==> src/rtl/core/ppu_pkg.sv <==
// Shared types, constants and step functions of the pinhole projection pipeline.
package ppu_pkg;

    localparam int SQRT_STEPS = 64;
    localparam int DIV_STEPS  = 34;
    localparam int DIV_LANES  = 3;

    localparam logic ACT_UNPROJECT = 1'b0;
    localparam logic ACT_PROJECT   = 1'b1;

    localparam logic [2:0] REG_FOCAL_X      = 3'd0;
    localparam logic [2:0] REG_FOCAL_Y      = 3'd1;
    localparam logic [2:0] REG_CENTER_X     = 3'd2;
    localparam logic [2:0] REG_CENTER_Y     = 3'd3;
    localparam logic [2:0] REG_IMAGE_WIDTH  = 3'd4;
    localparam logic [2:0] REG_IMAGE_HEIGHT = 3'd5;
    localparam logic [2:0] REG_INITIALIZED  = 3'd6;

    localparam logic [33:0] Q_CLAMP = 34'h2_0000_0000;

    typedef struct packed {
        logic [30:0] fx;
        logic [30:0] fy;
        logic [31:0] cx;
        logic [31:0] cy;
        logic [14:0] width;
        logic [14:0] height;
        logic        init;
    } ppu_cfg_t;

    typedef struct packed {
        logic        action;
        logic        normalize;
        logic        fail;
        logic        xn;
        logic        yn;
        logic [62:0] xm;
        logic [62:0] ym;
        logic [61:0] zz;
        logic [95:0] pu;
        logic [95:0] pv;
        logic [63:0] zmag;
        logic        zzero;
        logic        clamp_u;
        logic        clamp_v;
        logic        un;
        logic        vn;
    } ppu_tag_t;

    typedef struct packed {
        logic [64:0]  rem;
        logic [63:0]  root;
        logic [127:0] sh;
    } sqrt_acc_t;

    typedef struct packed {
        logic [63:0] rem;
        logic [33:0] low;
        logic [33:0] quo;
    } div_acc_t;

    function automatic sqrt_acc_t sqrt_step(input sqrt_acc_t a);
        logic [65:0] r2;
        logic [65:0] trial;
        sqrt_acc_t   b;
        r2    = {a.rem[63:0], a.sh[127:126]};
        trial = {a.root, 2'b01};
        b.sh  = {a.sh[125:0], 2'b00};
        if (r2 >= trial) begin
            b.rem  = 65'(r2 - trial);
            b.root = {a.root[62:0], 1'b1};
        end else begin
            b.rem  = r2[64:0];
            b.root = {a.root[62:0], 1'b0};
        end
        return b;
    endfunction

    function automatic div_acc_t div_step(input div_acc_t a, input logic [63:0] d);
        logic [64:0] r2;
        div_acc_t    b;
        r2    = {a.rem, a.low[33]};
        b.low = {a.low[32:0], 1'b0};
        if (r2 >= {1'b0, d}) begin
            b.rem = 64'(r2 - {1'b0, d});
            b.quo = {a.quo[32:0], 1'b1};
        end else begin
            b.rem = r2[63:0];
            b.quo = {a.quo[32:0], 1'b0};
        end
        return b;
    endfunction

endpackage

==> src/rtl/core/ppu_back.sv <==
// Back stages: sign, offset, saturation, inside test and output register.
module ppu_back (
    input  logic               aclk,
    input  logic               aresetn,
    input  ppu_pkg::ppu_cfg_t  cfg,
    input  logic               in_valid,
    output logic               in_ready,
    input  logic [33:0]        in_q0,
    input  logic [33:0]        in_q1,
    input  logic [33:0]        in_q2,
    input  ppu_pkg::ppu_tag_t  in_tag,
    output logic               out_valid,
    input  logic               out_ready,
    output logic               out_ok,
    output logic signed [63:0] out_ray_x,
    output logic signed [63:0] out_ray_y,
    output logic signed [63:0] out_ray_z,
    output logic signed [31:0] out_u,
    output logic signed [31:0] out_v
);

    typedef struct packed {
        logic        action;
        logic        fail;
        logic [63:0] rx;
        logic [63:0] ry;
        logic [63:0] rz;
        logic [31:0] u;
        logic [31:0] v;
        logic        sat_u;
        logic        sat_v;
    } b1_t;

    typedef struct packed {
        logic        ok;
        logic [63:0] rx;
        logic [63:0] ry;
        logic [63:0] rz;
        logic [31:0] u;
        logic [31:0] v;
    } b2_t;

    logic [1:0] v_reg;
    logic [2:0] en;
    b1_t        b1_reg, b1_next;
    b2_t        b2_reg, b2_next;

    logic [63:0] mx, my;
    logic [33:0] qu, qv;
    logic [34:0] squ, sqv, su, sv;
    logic        in_u, in_v;

    assign en[2]     = out_ready;
    assign en[1]     = !v_reg[1] || en[2];
    assign en[0]     = !v_reg[0] || en[1];
    assign in_ready  = en[0];
    assign out_valid = v_reg[1];
    assign out_ok    = b2_reg.ok;
    assign out_ray_x = b2_reg.rx;
    assign out_ray_y = b2_reg.ry;
    assign out_ray_z = b2_reg.rz;
    assign out_u     = b2_reg.u;
    assign out_v     = b2_reg.v;

    always_comb begin
        mx  = in_tag.normalize ? {30'd0, in_q0} : {1'b0, in_tag.xm};
        my  = in_tag.normalize ? {30'd0, in_q1} : {1'b0, in_tag.ym};
        qu  = in_tag.clamp_u ? ppu_pkg::Q_CLAMP : in_q0;
        qv  = in_tag.clamp_v ? ppu_pkg::Q_CLAMP : in_q1;
        squ = in_tag.un ? (~{1'b0, qu} + 35'd1) : {1'b0, qu};
        sqv = in_tag.vn ? (~{1'b0, qv} + 35'd1) : {1'b0, qv};
        su  = {{3{cfg.cx[31]}}, cfg.cx} + (in_tag.zzero ? 35'd0 : squ);
        sv  = {{3{cfg.cy[31]}}, cfg.cy} + (in_tag.zzero ? 35'd0 : sqv);

        b1_next.action = in_tag.action;
        b1_next.fail   = in_tag.fail;
        b1_next.rx     = in_tag.xn ? (~mx + 64'd1) : mx;
        b1_next.ry     = in_tag.yn ? (~my + 64'd1) : my;
        b1_next.rz     = in_tag.normalize ? {30'd0, in_q2} : {2'b00, in_tag.zz};
        b1_next.sat_u  = su[34:31] != 4'b0000 && su[34:31] != 4'b1111;
        b1_next.sat_v  = sv[34:31] != 4'b0000 && sv[34:31] != 4'b1111;
        b1_next.u      = b1_next.sat_u ? (su[34] ? 32'h8000_0000 : 32'h7FFF_FFFF) : su[31:0];
        b1_next.v      = b1_next.sat_v ? (sv[34] ? 32'h8000_0000 : 32'h7FFF_FFFF) : sv[31:0];
    end

    always_comb begin
        in_u    = !b1_reg.u[31] && (b1_reg.u[30:0] < {cfg.width, 16'd0});
        in_v    = !b1_reg.v[31] && (b1_reg.v[30:0] < {cfg.height, 16'd0});
        b2_next = '0;
        if (!b1_reg.fail) begin
            if (b1_reg.action == ppu_pkg::ACT_UNPROJECT) begin
                b2_next.ok = 1'b1;
                b2_next.rx = b1_reg.rx;
                b2_next.ry = b1_reg.ry;
                b2_next.rz = b1_reg.rz;
            end else begin
                b2_next.ok = !b1_reg.sat_u && !b1_reg.sat_v && in_u && in_v;
                b2_next.u  = b1_reg.u;
                b2_next.v  = b1_reg.v;
            end
        end
    end

    always_ff @(posedge aclk) begin
        if (!aresetn) begin
            v_reg <= '0;
        end else begin
            if (en[0]) begin
                v_reg[0] <= in_valid;
            end
            if (en[1]) begin
                v_reg[1] <= v_reg[0];
            end
        end
    end

    always_ff @(posedge aclk) begin
        if (en[0]) begin
            b1_reg <= b1_next;
        end
        if (en[1]) begin
            b2_reg <= b2_next;
        end
    end

endmodule

==> config.mk <==
export PLATFORM = sky130hd
export DESIGN_NAME = ppu_back
export DESIGN_NICKNAME = d
export VERILOG_FILES = /design/src/rtl/core/ppu_pkg.sv /design/src/rtl/core/ppu_back.sv
export SDC_FILE = /design/constraint.sdc
export NUM_CORES = 1
export LEC_CHECK = 0
export BUFFER_PORTS_ARGS = -buffer_cell sky130_fd_sc_hd__buf_4
export CORE_AREA = 2 2 382 384
export CTS_CLUSTER_SIZE = 12
export DETAILED_ROUTE_END_ITERATION = 7
export DIE_AREA = 0 0 384 386
export PLACE_DENSITY_LB_ADDON = 0.25
export SLEW_MARGIN = 25
export SYNTH_ARGS = -nofsm -noshare
export SYNTH_HDL_FRONTEND = slang
export SYNTH_SLANG_ARGS = --single-unit
==> constraint.sdc <==
create_clock -name aclk -period 12.45 [get_ports aclk]
set_input_delay 1.8675 -clock aclk [delete_from_list [all_inputs] [get_ports aclk]]
set_output_delay 1.8675 -clock aclk [all_outputs]
set_load 0.03 [all_outputs]
==> results of run 1 <==
==> cell type report <==
type	count	area share
diodes	12	0.000765
clock buffers	88	0.0458
clock inverters	34	0.0127
inverters	65	0.00641
multi-input cells	2050	0.349
flip-flops and latches	515	0.394
well taps	1917	0.0611
repair buffers	681	0.131
==> kinds of logic after synthesis <==
kind of cell,after synthesis,synth area share
other cells,1,0.000125
xor+xnor,191,0.0559
simple gates,1046,0.187
mux,116,0.0404
buf+inv,214,0.0286
fa+ha+maj,102,0.0432
compound gates,593,0.129
flops,515,0.516
==> layer usage <==
metal | track usage | wire (um) | vias to the layer above | part of all wire
met5 | 0 | 302 | - | 0.0024
met4 | 0.0608 | 4340 | 46 | 0.034
met3 | 0.0770 | 14700 | 175 | 0.12
met2 | 0.267 | 57700 | 845 | 0.46
met1 | 0.188 | 48800 | 11654 | 0.39
li1 | - | - | 11463 | -
==> stage by stage <==
step	cells	hold slack, ns
2_1_floorplan	2779	0.463
3_3_place_gp	5226	0.500
3_5_place_dp	5228	0.501
4_1_cts	5350	0.498
5_1_grt	5357	0.514
6_report	5362	0.507
==> power breakdown <==
part | switching (W) | leakage [nW] | total [W] | internal [W]
clock | 0.000846 | 1.10 | 0.00205 | 0.00120
sequential | 0.0000809 | 5.74 | 0.00225 | 0.00217
combinational | 0.000721 | 9.33 | 0.00118 | 0.000458
==> worst max-delay path: stages <==
cell and delay (ns):
buf_4 0.22, inv_1 0.34, nand2_1 0.20, ha_1 0.27, nand2_1 0.18, a21oi_1 0.41
o21ai_0 0.26, or3_1 0.38, a311oi_1 0.59, ha_1 0.42, nand4_1 0.32, or3_1 0.46
nor4b_1 0.42, or2_2 0.22, o211ai_1 0.17, and3_1 0.22, nor2_2 0.52, buf_4 0.34
a21o_1 0.14
==> path summary, 6_finish.rpt <==
path	endpoint	slack, ns	cells after the start
max reg2reg	b1_reg[139]$_DFFE_PP_	8.28	6
min reg2reg	out_u[10]$_SDFFCE_PP0P_	0.51	1
min	out_u[10]$_SDFFCE_PP0P_	0.51	1
max	b1_reg[31]$_DFFE_PP_	4.98	19
==> cell usage in the layout, fill, tap and decap left out, types with 14 or more instances in the layout <==
master / instances
ha_1: 100
nand4_1: 17
xnor2_1: 87
nand2_1: 177
mux2i_1: 79
and2_1: 261
nor3_1: 101
a31oi_1: 26
inv_1: 63
nor2_1: 188
a21oi_1: 175
or2_2: 21
clkbuf_1: 18
nor2b_1: 68
nand3_1: 27
xor2_1: 104
o211ai_1: 17
nor4_1: 29
a21o_1: 73
o21ai_0: 114
a211oi_1: 28
nor3b_1: 14
o21bai_1: 17
mux2_2: 37
edfxtp_1: 513
buf_4: 678
or3_1: 42
clkbuf_16: 68
nand2b_1: 31
or4_1: 21
o31ai_1: 32
==> qor.yml, run 1 <==
cells_and_area:
  regArea_sq_mm: 0.0154
  post-route-util: 0.271
  multi_input_area_sq_mm: 0.0137
  drive_above_1_share: 0.251
  area_delta_synth_final_pct: 31.2
  final_area_sq_mm: 0.0392
  fin_nets: 4200
  fill_cells: 15367
  largest_reg_flops: 258
sta:
  setup_viol: 0
  tightest_slew_ns: 1.01
  post-route-period-util: 0.600
  fin_crit_ns: 7.47
  slew_violations: 0
  relSlewSlack: 0.326
  grt_setup_unrepaired: "false"
  setup_slack_ns: 4.98
  finalHoldViolCount: 0
  max_freq_mhz: 134
  finalClockSkew_ns: 0.0303
  fin_tns_setup_ns: 0
logic_synthesis:
  ys_types: 84
  ys_seq_area_frac: 0.516
  synth_commonest_cells: "edfxtp_1 (513), and2_1 (261), nor2_1 (190), nand2_1 (178), a21oi_1 (175)"
  async_reset_ff_frac: 0
  synth_warnings: 0
  ys_seq_elements: 515
  netlist.area_leader.share: 0.515
  synth-edff-count: 513
  syn_area_sq_mm: 0.0299
  synth_most_common_cell: "edfxtp_1"
  syn_area_per_cell_sq_um: 10.8
  synth_cells: 2778
  synth-main-ff-cell: "edfxtp_1"
  synth_area_leaders: "edfxtp_1 (52%), and2_1 (5.5%), ha_1 (4.2%)"
  yosysTopAreaCell: "edfxtp_1"
run:
  max_cap_viol_count: 0
placement:
  place_area_sq_mm: 0.0369
  place_congestion: 0.866
  place_ws_ns: 4.34
  port_buffers: 654
  dp_hpwl_mm: 98.6
grt:
  grt_pass1_vias: 24089
  grt_usage: 0.164
  grt_max_degree: 112
  grt_pass1_wl_mm: 175
  antenna_found_initial: 30
  overflow: 0
status:
  status: "finished, final reports clean"
setup_path:
  worstPathRequired_ns: 12.96
  startpoint: "in_tag[2]"
  cp.arrival_ns: 7.98
  critPathKind: "in -> reg"
  regToRegStartpoint: "v_reg[1]$_SDFFE_PN0P_"
  cp_max_fo: 20
  end_kind: "flop"
  critPathLaunchType: "primary input"
floorplanning:
  die_h_um: 386
  dieWidth_um: 384
  fp.coreArea_sq_mm: 0.145
  num_rows: 140
  start_util: 0.207
  dieArea_sq_mm: 0.148
  io_pins: 976
cts:
  htreeDepth: 3
  post_cts_buffers: 0
  post_cts_resized: 0
  cts_buffer_depth: 3
  hold_buffers: 0
  cts_made_buffers: 68
  cts.clk_slew.worst_paths_ns: 0.06
  clock_latency_ns: 0.67
  cts_tree: "done"
  root_buffer: "clkbuf_16"
  cts.sinks: 515
detailed_routing:
  vias: 24183
  drc: 0
  vias_per_cell: 4.51
  post_drt_wl_per_cell_um: 23.5
  drt-pass1-iter-count: 7
  routed_wl_mm: 126
  ant_nets: 0
  first_iter_violations: 1471
power_and_ir_drop:
  power.density_mw_per_mm2: 140
  ir_drop_mv: 0.102
  p_total_w: 0.00548
  power.leakage_nw: 16.2
worst_hold_path:
  min_path_type: "reg -> reg"
  hp-start: "b1_reg[44]$_DFFE_PP_"
(Power assumes the default switching activity.)
==> run 2, diff against run 1 <==
--- a/config.mk
+++ b/config.mk
@@ -5,11 +5,12 @@
 export SDC_FILE = /design/constraint.sdc
 export NUM_CORES = 1
 export LEC_CHECK = 0
+export ABC_AREA = 1
 export BUFFER_PORTS_ARGS = -buffer_cell sky130_fd_sc_hd__buf_4
-export CORE_AREA = 2 2 382 384
+export CORE_AREA = 2 2 381 383
 export CTS_CLUSTER_SIZE = 12
 export DETAILED_ROUTE_END_ITERATION = 7
-export DIE_AREA = 0 0 384 386
+export DIE_AREA = 0 0 383 385
 export PLACE_DENSITY_LB_ADDON = 0.25
 export SLEW_MARGIN = 25
 export SYNTH_ARGS = -nofsm -noshare
==> constraint.sdc (replaced) <==
create_clock -name aclk -period 6.6 [get_ports aclk]
set_input_delay 0.99 -clock aclk [delete_from_list [all_inputs] [get_ports aclk]]
set_output_delay 0.99 -clock aclk [all_outputs]
set_load 0.03 [all_outputs]
==> run 2 against run 1 <==
  * Non-clock buffer count did not move
  * Synthesized area rose by 5.6%
  * Largest power group unchanged
  * Combinational power rose by 110%
  * Sequential cell count did not move
  * Worst setup slack got worse by 3.7 ns
  * Power rose by 90%
  * Synthesized cell count rose by 44%
  * Global-route usage rose by 2.3 points
==> qor.yml, run 2 <==
status:
  status: "finished, final reports clean"  # unchanged
setup_path:
  regToRegStartpoint: "b1_reg[64]$_DFFE_PP_"  # was v_reg[1]$_SDFFE_PN0P_
  reg2reg_to: "out_ok$_SDFFCE_PP0P_"  # was b1_reg[139]$_DFFE_PP_
  end_kind: "flop"  # unchanged
  path_buf_inv: 5  # was 3
  cp.arrival_ns: 5.66  # was 7.98 ns
  cp_max_fo: 32  # was 20
  critPathSlowestCell: "nand2_2"  # was a311oi_1
  critPathLaunchType: "primary input"  # unchanged
  worstPathRequired_ns: 6.96  # was 12.96 ns
  crit_top_cell: "nand2_1"
  crit_path_max_incr_delay_ns: 0.37  # was 0.59 ns
  crit_family: "simple AND/OR/NAND/NOR gates"  # unchanged
  reg2regPathDepth: 8  # was 6
  critPathKind: "in -> reg"  # unchanged
  reg2reg_slack_ns: 3.79  # was 8.28 ns
worst_hold_path:
  holdPathEnd: "v_reg[1]$_SDFFE_PN0P_"  # was out_u[10]$_SDFFCE_PP0P_
  min_path_type: "reg -> reg"  # unchanged
  min_path_cells: 2  # was 1
  hp-start: "v_reg[0]$_SDFFE_PN0P_"  # was b1_reg[44]$_DFFE_PP_
sta:
  finalHoldViolCount: 0  # unchanged
  relSlewSlack: 0.247  # was 0.326
  finalClockSkew_ns: 0.0405  # was 0.0303 ns
  max_freq_mhz: 189
  grt_setup_unrepaired: "false"  # unchanged
  slew_violations: 0  # unchanged
  fin_crit_ns: 5.30
  setup_viol: 0  # unchanged
  post-route-period-util: 0.803
  fin_tns_setup_ns: 0  # unchanged
  tightest_slew_ns: 1.13  # was 1.01 ns
power_and_ir_drop:
  power.leakage_nw: 20.3  # was 16.2 nW
  p_total_w: 0.0104  # was 0.00548 W
  power.density_mw_per_mm2: 256  # was 140 mW/mm^2
  ir_drop_mv: 0.173  # was 0.102 mV
floorplanning:
  num_rows: 139  # was 140
  io_pins: 976  # unchanged
  dieWidth_um: 383  # was 384 um
  fp.coreArea_sq_mm: 0.143  # was 0.145 sq mm
  start_util: 0.221  # was 0.207
  dieArea_sq_mm: 0.147  # was 0.148 sq mm
  die_h_um: 385  # was 386 um
placement:
  dp_hpwl_mm: 115  # was 98.6 mm
  dp_cells: 6470  # was 5228
  port_buffers: 654  # unchanged
  place_congestion: 0.923  # was 0.866
  place_area_sq_mm: 0.0385  # was 0.0369 sq mm
cts:
  post_cts_buffers: 0  # unchanged
  clock_latency_ns: 0.67  # about the same
  cts.clk_slew.worst_paths_ns: 0.06  # about the same
  cts_made_buffers: 67  # was 68
  root_buffer: "clkbuf_16"  # unchanged
  post_cts_resized: 0  # unchanged
  htreeDepth: 3  # unchanged
  cts_buffer_depth: 3  # unchanged
  cts_tree: "done"  # unchanged
  hold_buffers: 0  # unchanged
  cts.sinks: 515  # unchanged
grt:
  antenna_found_initial: 24  # was 30
  overflow: 0  # unchanged
  grt_max_degree: 120  # was 112
  grt_usage: 0.187  # was 0.164
  grt_pass1_vias: 27455  # was 24089
  grt_pass1_wl_mm: 197  # was 175 mm
logic_synthesis:
  yosysTopAreaCell: "edfxtp_1"  # unchanged
  netlist.area_leader.share: 0.488  # was 0.515
  synth_commonest_cells: "nand2_1 (1151), inv_1 (637), nor2_1 (626), edfxtp_1 (513), nand3_1 (171)"  # was edfxtp_1 (513), and2_1 (261), nor2_1 (190), nand2_1 (178), a21oi_1 (175)
  ys_seq_area_frac: 0.489  # was 0.516
  synth_area_leaders: "edfxtp_1 (49%), nand2_1 (14%), inv_1 (7.6%)"  # was edfxtp_1 (52%), and2_1 (5.5%), ha_1 (4.2%)
  synth_most_common_cell: "nand2_1"  # was edfxtp_1
  ys_types: 45  # was 84
  syn_area_sq_mm: 0.0316  # was 0.0299 sq mm
  synth_cells: 3999  # was 2778
  synth-edff-count: 513  # unchanged
  syn_area_per_cell_sq_um: 7.90  # was 10.8 sq um
  async_reset_ff_frac: 0  # unchanged
  synth-main-ff-cell: "edfxtp_1"  # unchanged
  ys_seq_elements: 515  # unchanged
  synth_warnings: 0  # unchanged
detailed_routing:
  vias_per_cell: 4.32  # was 4.51
  post_drt_wl_per_cell_um: 21.4  # was 23.5 um
  topRoutingLayerUsed: "met5"  # unchanged
  vias: 28518  # was 24183
  wl_met3_mm: 9.47  # was 14.7 mm
  drc: 0  # unchanged
  wl_met1_mm: 70.9  # was 48.8 mm
  routed_wl_mm: 141  # was 126 mm
  drt-pass1-iter-count: 6  # was 7
  first_iter_violations: 2531  # was 1471
  wl_met2_mm: 58.0  # was 57.7 mm
  ant_nets: 0  # unchanged
cells_and_area:
  post-route-util: 0.285  # was 0.271
  final_area_sq_mm: 0.0408  # was 0.0392 sq mm
  fin_nets: 5455  # was 4200
  area_delta_synth_final_pct: 29.1  # was 31.2%
  mostFrequentLayoutCells: "nand2_1 (1149), buf_4 (678), inv_1 (637), nor2_1 (626), edfxtp_1 (513)"  # was buf_4 (678), edfxtp_1 (513), and2_1 (261), nor2_1 (188), nand2_1 (177)
  instances_no_fill: 6596  # was 5362
  mostFrequentLayoutCell: "nand2_1"  # was buf_4
  largest_reg_flops: 258  # unchanged
  drive_above_1_share: 0.175  # was 0.251
run:
  max_cap_viol_count: 0  # unchanged
-- run 2: cell count changes after synthesis, moves of 69 or more --
| cell | before | now |
|---|---|---|
| mux2i_1 | 79 | 0 |
| inv_1 | 64 | 637 |
| and2_1 | 261 | 12 |
| nand2_1 | 178 | 1151 |
| nor2_1 | 190 | 626 |
| nor2b_1 | 69 | 0 |
| nand3_1 | 27 | 171 |
-- run 2: worst max-delay path by stage --
stage / startpoint / end / slack (ns) / cells after the start
floorplan: out_ready / b1_reg[0]$_DFFE_PP_ / 0.37 / 2
global placement: in_tag[3] / b1_reg[50]$_DFFE_PP_ / 0.78 / 29
detailed placement: in_tag[2] / b1_reg[24]$_DFFE_PP_ / 0.74 / 27
CTS: in_tag[2] / b1_reg[24]$_DFFE_PP_ / 1.45 / 27
global route: in_tag[2] / b1_reg[24]$_DFFE_PP_ / 0.82 / 27
finish: in_tag[3] / b1_reg[52]$_DFFE_PP_ / 1.30 / 29
-- run 2: per-layer routing --
layer  track usage  up-vias
met5             0        -
met4        0.0461        4
met3        0.0304      119
met2         0.272      953
met1         0.285    13476
li1              -    13966
-- run 2: cells by family after synthesis --
group / after synthesis / synth area share
other: 1 / 0.000119
and+or+nand+nor: 2096 / 0.266
xor gates and xnor gates: 171 / 0.0474
adders and majority gates: 102 / 0.0409
buffers and inverters: 760 / 0.0957
DFF: 515 / 0.489
AOI/OAI and AO/OA: 354 / 0.0606
-- run 2: area by class of cell --
class	count	area (sq um)
antenna	7	17.5
clock buffer	84	1760
clock inverter	35	429
fill	15594	102000
inverter	646	2430
multi-input combinational	2725	13200
sequential	515	15400
tap	1903	2380
timing repair buffer	681	5140
-- run 2: power breakdown --
part / leakage, nW / internal, W / total (W) / switching [W]
Clock: 1.05 / 0.00216 / 0.00370 / 0.00155
Sequential: 5.76 / 0.00406 / 0.00425 / 0.000195
Combinational: 13.5 / 0.000806 / 0.00248 / 0.00167
Total: 20.3 / 0.00702 / 0.0104 / 0.00342
-- run 2: worst reg2reg max path: cells and delay by family, from the launching register on --
family	cells	cell delay, ns
fa+ha+maj	1	0.36
simple gates	5	0.89
flops	1	0.53
compound gates	2	0.75
-- run 2: per-stage QoR --
| stage | hold WS, ns | worst slack, ns |
|---|---|---|
| final | 0.487 | 1.30 |
| after global placement | 0.472 | 0.783 |
| after detailed placement | 0.482 | 0.738 |
| after floorplan | 0.439 | 0.366 |
| after global routing | 0.468 | 0.824 |
| after CTS | 0.441 | 1.45 |
==> run 3, diff against run 2 <==
--- a/config.mk
+++ b/config.mk
@@ -5,12 +5,12 @@
 export SDC_FILE = /design/constraint.sdc
 export NUM_CORES = 1
 export LEC_CHECK = 0
-export ABC_AREA = 1
+export ABC_AREA = 0
 export BUFFER_PORTS_ARGS = -buffer_cell sky130_fd_sc_hd__buf_4
-export CORE_AREA = 2 2 381 383
+export CORE_AREA = 2 2 382 384
 export CTS_CLUSTER_SIZE = 12
 export DETAILED_ROUTE_END_ITERATION = 7
-export DIE_AREA = 0 0 383 385
+export DIE_AREA = 0 0 384 386
 export PLACE_DENSITY_LB_ADDON = 0.25
 export SLEW_MARGIN = 25
 export SYNTH_ARGS = -nofsm -noshare
==> constraint.sdc (replaced) <==
create_clock -name aclk -period 4.5 [get_ports aclk]
set_input_delay 0.675 -clock aclk [delete_from_list [all_inputs] [get_ports aclk]]
set_output_delay 0.675 -clock aclk [all_outputs]
set_load 0.03 [all_outputs]
==> run 3 against run 2 <==
  * The flow now finishes with violations (negative setup slack)
  * Largest power group unchanged
  * Worst setup slack got worse by 1.5 ns
  * Sequential cell count is the same
  * Register-to-register slack lost 1.8 ns
  * Non-clock buffer count grew 448
  * Sequential share of layout area shrank 2.7 points
  * Utilization up 1.9 points
  * Largest cell class unchanged
  * Highest routed layer unchanged
  * Clock skew up 0.00065 ns
  * Cell count fell by 12%
==> qor.yml, run 3 (same netlist as run 1, synthesis figures left out) <==
cells_and_area:
  fin_nets: 4649  # was 5455
  mostFrequentLayoutCells: "buf_4 (1087), edfxtp_1 (513), and2_1 (259), nor2_1 (184), nand2_1 (171)"  # was nand2_1 (1149), buf_4 (678), inv_1 (637), nor2_1 (626), edfxtp_1 (513)
  final_area_sq_mm: 0.0438  # was 0.0408 sq mm
  drive_above_1_share: 0.373  # was 0.175
  area_delta_synth_final_pct: 46.6  # was 29.1%
  instances_no_fill: 5819  # was 6596
  post-route-util: 0.303  # was 0.285
  mostFrequentLayoutCell: "buf_4"  # was nand2_1
  largest_reg_flops: 258  # unchanged
setup_path:
  cp.arrival_ns: 5.08  # was 5.66 ns
  end_kind: "flop"  # unchanged
  cp_max_fo: 6  # was 32
  critPathLaunchType: "primary input"  # unchanged
  critPathSlowestCell: "or4_4"  # was nand2_2
  path_buf_inv: 4  # was 5
  crit_path_max_incr_delay_ns: 0.61  # was 0.37 ns
  worstPathRequired_ns: 4.89  # was 6.96 ns
  crit_family: "simple AND/OR/NAND/NOR gates"  # unchanged
  critPathKind: "in -> reg"  # unchanged
  path_cells: "buf_6 -> or4_4 -> or3_4 -> nor3_4 -> nor2_4 -> or2_4 -> o31ai_4 -> xor2_1 -> nor2_1 -> ha_1 -> nand4_1 -> or3_4 -> nor4b_4 -> o2111ai_1 -> o211ai_1 -> buf_4 -> o31ai_4 -> buf_12 -> clkbuf_16 -> a21o_1"
sta:
  setup_slack_ns: -0.187  # was 1.30 ns
  grt_setup_unrepaired: "true"  # was false
  finalClockSkew_ns: 0.0411  # was 0.0405 ns
  relSlewSlack: 0.310  # was 0.247
  post-route-period-util: 1.04
  tightest_slew_ns: 1.03  # was 1.13 ns
  slew_violations: 0  # unchanged
  finalHoldViolCount: 0  # unchanged
  max_freq_mhz: 213
  setup_viol: 63  # was 0
  fin_crit_ns: 4.69
power_and_ir_drop:
  p_total_w: 0.0159  # was 0.0104 W
  power.density_mw_per_mm2: 363  # was 256 mW/mm^2
  ir_drop_mv: 0.239  # was 0.173 mV
  power.leakage_nw: 18.6  # was 20.3 nW
floorplanning:
  start_util: 0.207  # was 0.221
  num_rows: 140  # was 139
  dieArea_sq_mm: 0.148  # was 0.147 sq mm
  fp.coreArea_sq_mm: 0.145  # was 0.143 sq mm
  io_pins: 976  # unchanged
  dieWidth_um: 384  # was 383 um
  die_h_um: 386  # was 385 um
placement:
  dp_cells: 5649  # was 6470
  dp_hpwl_mm: 107  # was 115 mm
  place_area_sq_mm: 0.0407  # was 0.0385 sq mm
  place_congestion: 0.895  # was 0.923
  port_buffers: 654  # unchanged
  place_ws_ns: -1.23  # was 0.738 ns
run:
  max_cap_viol_count: 0  # unchanged
grt:
  grt_max_degree: 133  # was 120
  grt_pass1_wl_mm: 187  # was 197 mm
  overflow: 0  # unchanged
  antenna_found_initial: 28  # was 24
  grt_usage: 0.175  # was 0.187
  grt_pass1_vias: 26503  # was 27455
cts:
  htreeDepth: 3  # unchanged
  hold_buffers: 0  # unchanged
  cts_buffer_depth: 3  # unchanged
  cts_tree: "done"  # unchanged
  root_buffer: "clkbuf_16"  # unchanged
  cts.clk_slew.worst_paths_ns: 0.05  # was 0.06 ns
  clock_latency_ns: 0.66  # was 0.67 ns
  cts.sinks: 515  # unchanged
  cts_made_buffers: 68  # was 67
detailed_routing:
  post_drt_wl_per_cell_um: 23.2  # was 21.4 um
  vias_per_cell: 4.47  # was 4.32
  routed_wl_mm: 135  # was 141 mm
  first_iter_violations: 1501  # was 2531
  ant_nets: 0  # unchanged
  vias: 25983  # was 28518
  drc: 0  # unchanged
  drt-pass1-iter-count: 5  # was 6
worst_hold_path:
  min_path_type: "in -> reg"  # was reg -> reg
status:
  status: "finished, violations left"  # was finished, final reports clean
  violations: "negative setup slack"
run 3: changes by cell type in the layout (fill, tap and decap cells not counted), moves of 146 or more:
cell and change:
nor2_1 -442, nand3_1 -146, buf_4 +409, inv_1 -574
nand2_1 -978, and2_1 +247
run 3: final timing paths:
path	end	start	depth (start not counted)	slack (ns)
setup / recovery	b1_reg[15]$_DFFE_PP_	in_q1[3]	20	-0.19
hold / removal	b1_reg[259]$_DFFE_PP_	in_tag[453]	1	0.24
setup reg to reg	out_ray_x[35]$_SDFFCE_PP0P_	v_reg[1]$_SDFFE_PN0P_	4	2.03
hold reg to reg	out_ray_z[40]$_SDFFCE_PP0P_	b1_reg[106]$_SDFFCE_PP0P_	1	0.50
run 3: repair_timing:
action	CTS	global route
gates cloned	2	5
setup endpoints to repair	64	66
pin swaps	19	43
buffers inserted	5	21
gates resized for setup	37	86
run 3: report_power, final:
group	leakage (nW)	switching [W]	internal, W
registers	5.74	0.000256	0.00601
clock network	1.06	0.00230	0.00321
logic	11.8	0.00225	0.00186
run 3: cell type report:
class | count | area [sq um]
fillers | 14959 | 101000
flip-flops and latches | 515 | 15400
multi-input cells | 2051 | 14600
repair buffers | 1129 | 8920
well taps | 1917 | 2400
clock buffers | 82 | 1750
clock inverters | 41 | 448
inverters | 65 | 248
diodes | 19 | 47.5
run 3: metal layers:
layer	track usage	part of all wire	vias to the layer above
met5	0	0.0014	-
met4	0.0648	0.036	30
met3	0.0753	0.10	213
met2	0.293	0.47	866
met1	0.197	0.39	12514
li1	-	-	12360
run 3: metrics by stage:
stage               setup TNS [ns]  hold slack [ns]
finish                       -9.43            0.239
global route                -16.39            0.179
global placement            -66.18            0.498
CTS                          -3.37            0.166
floorplan                  -160.24            0.482
detailed placement          -68.56            0.502
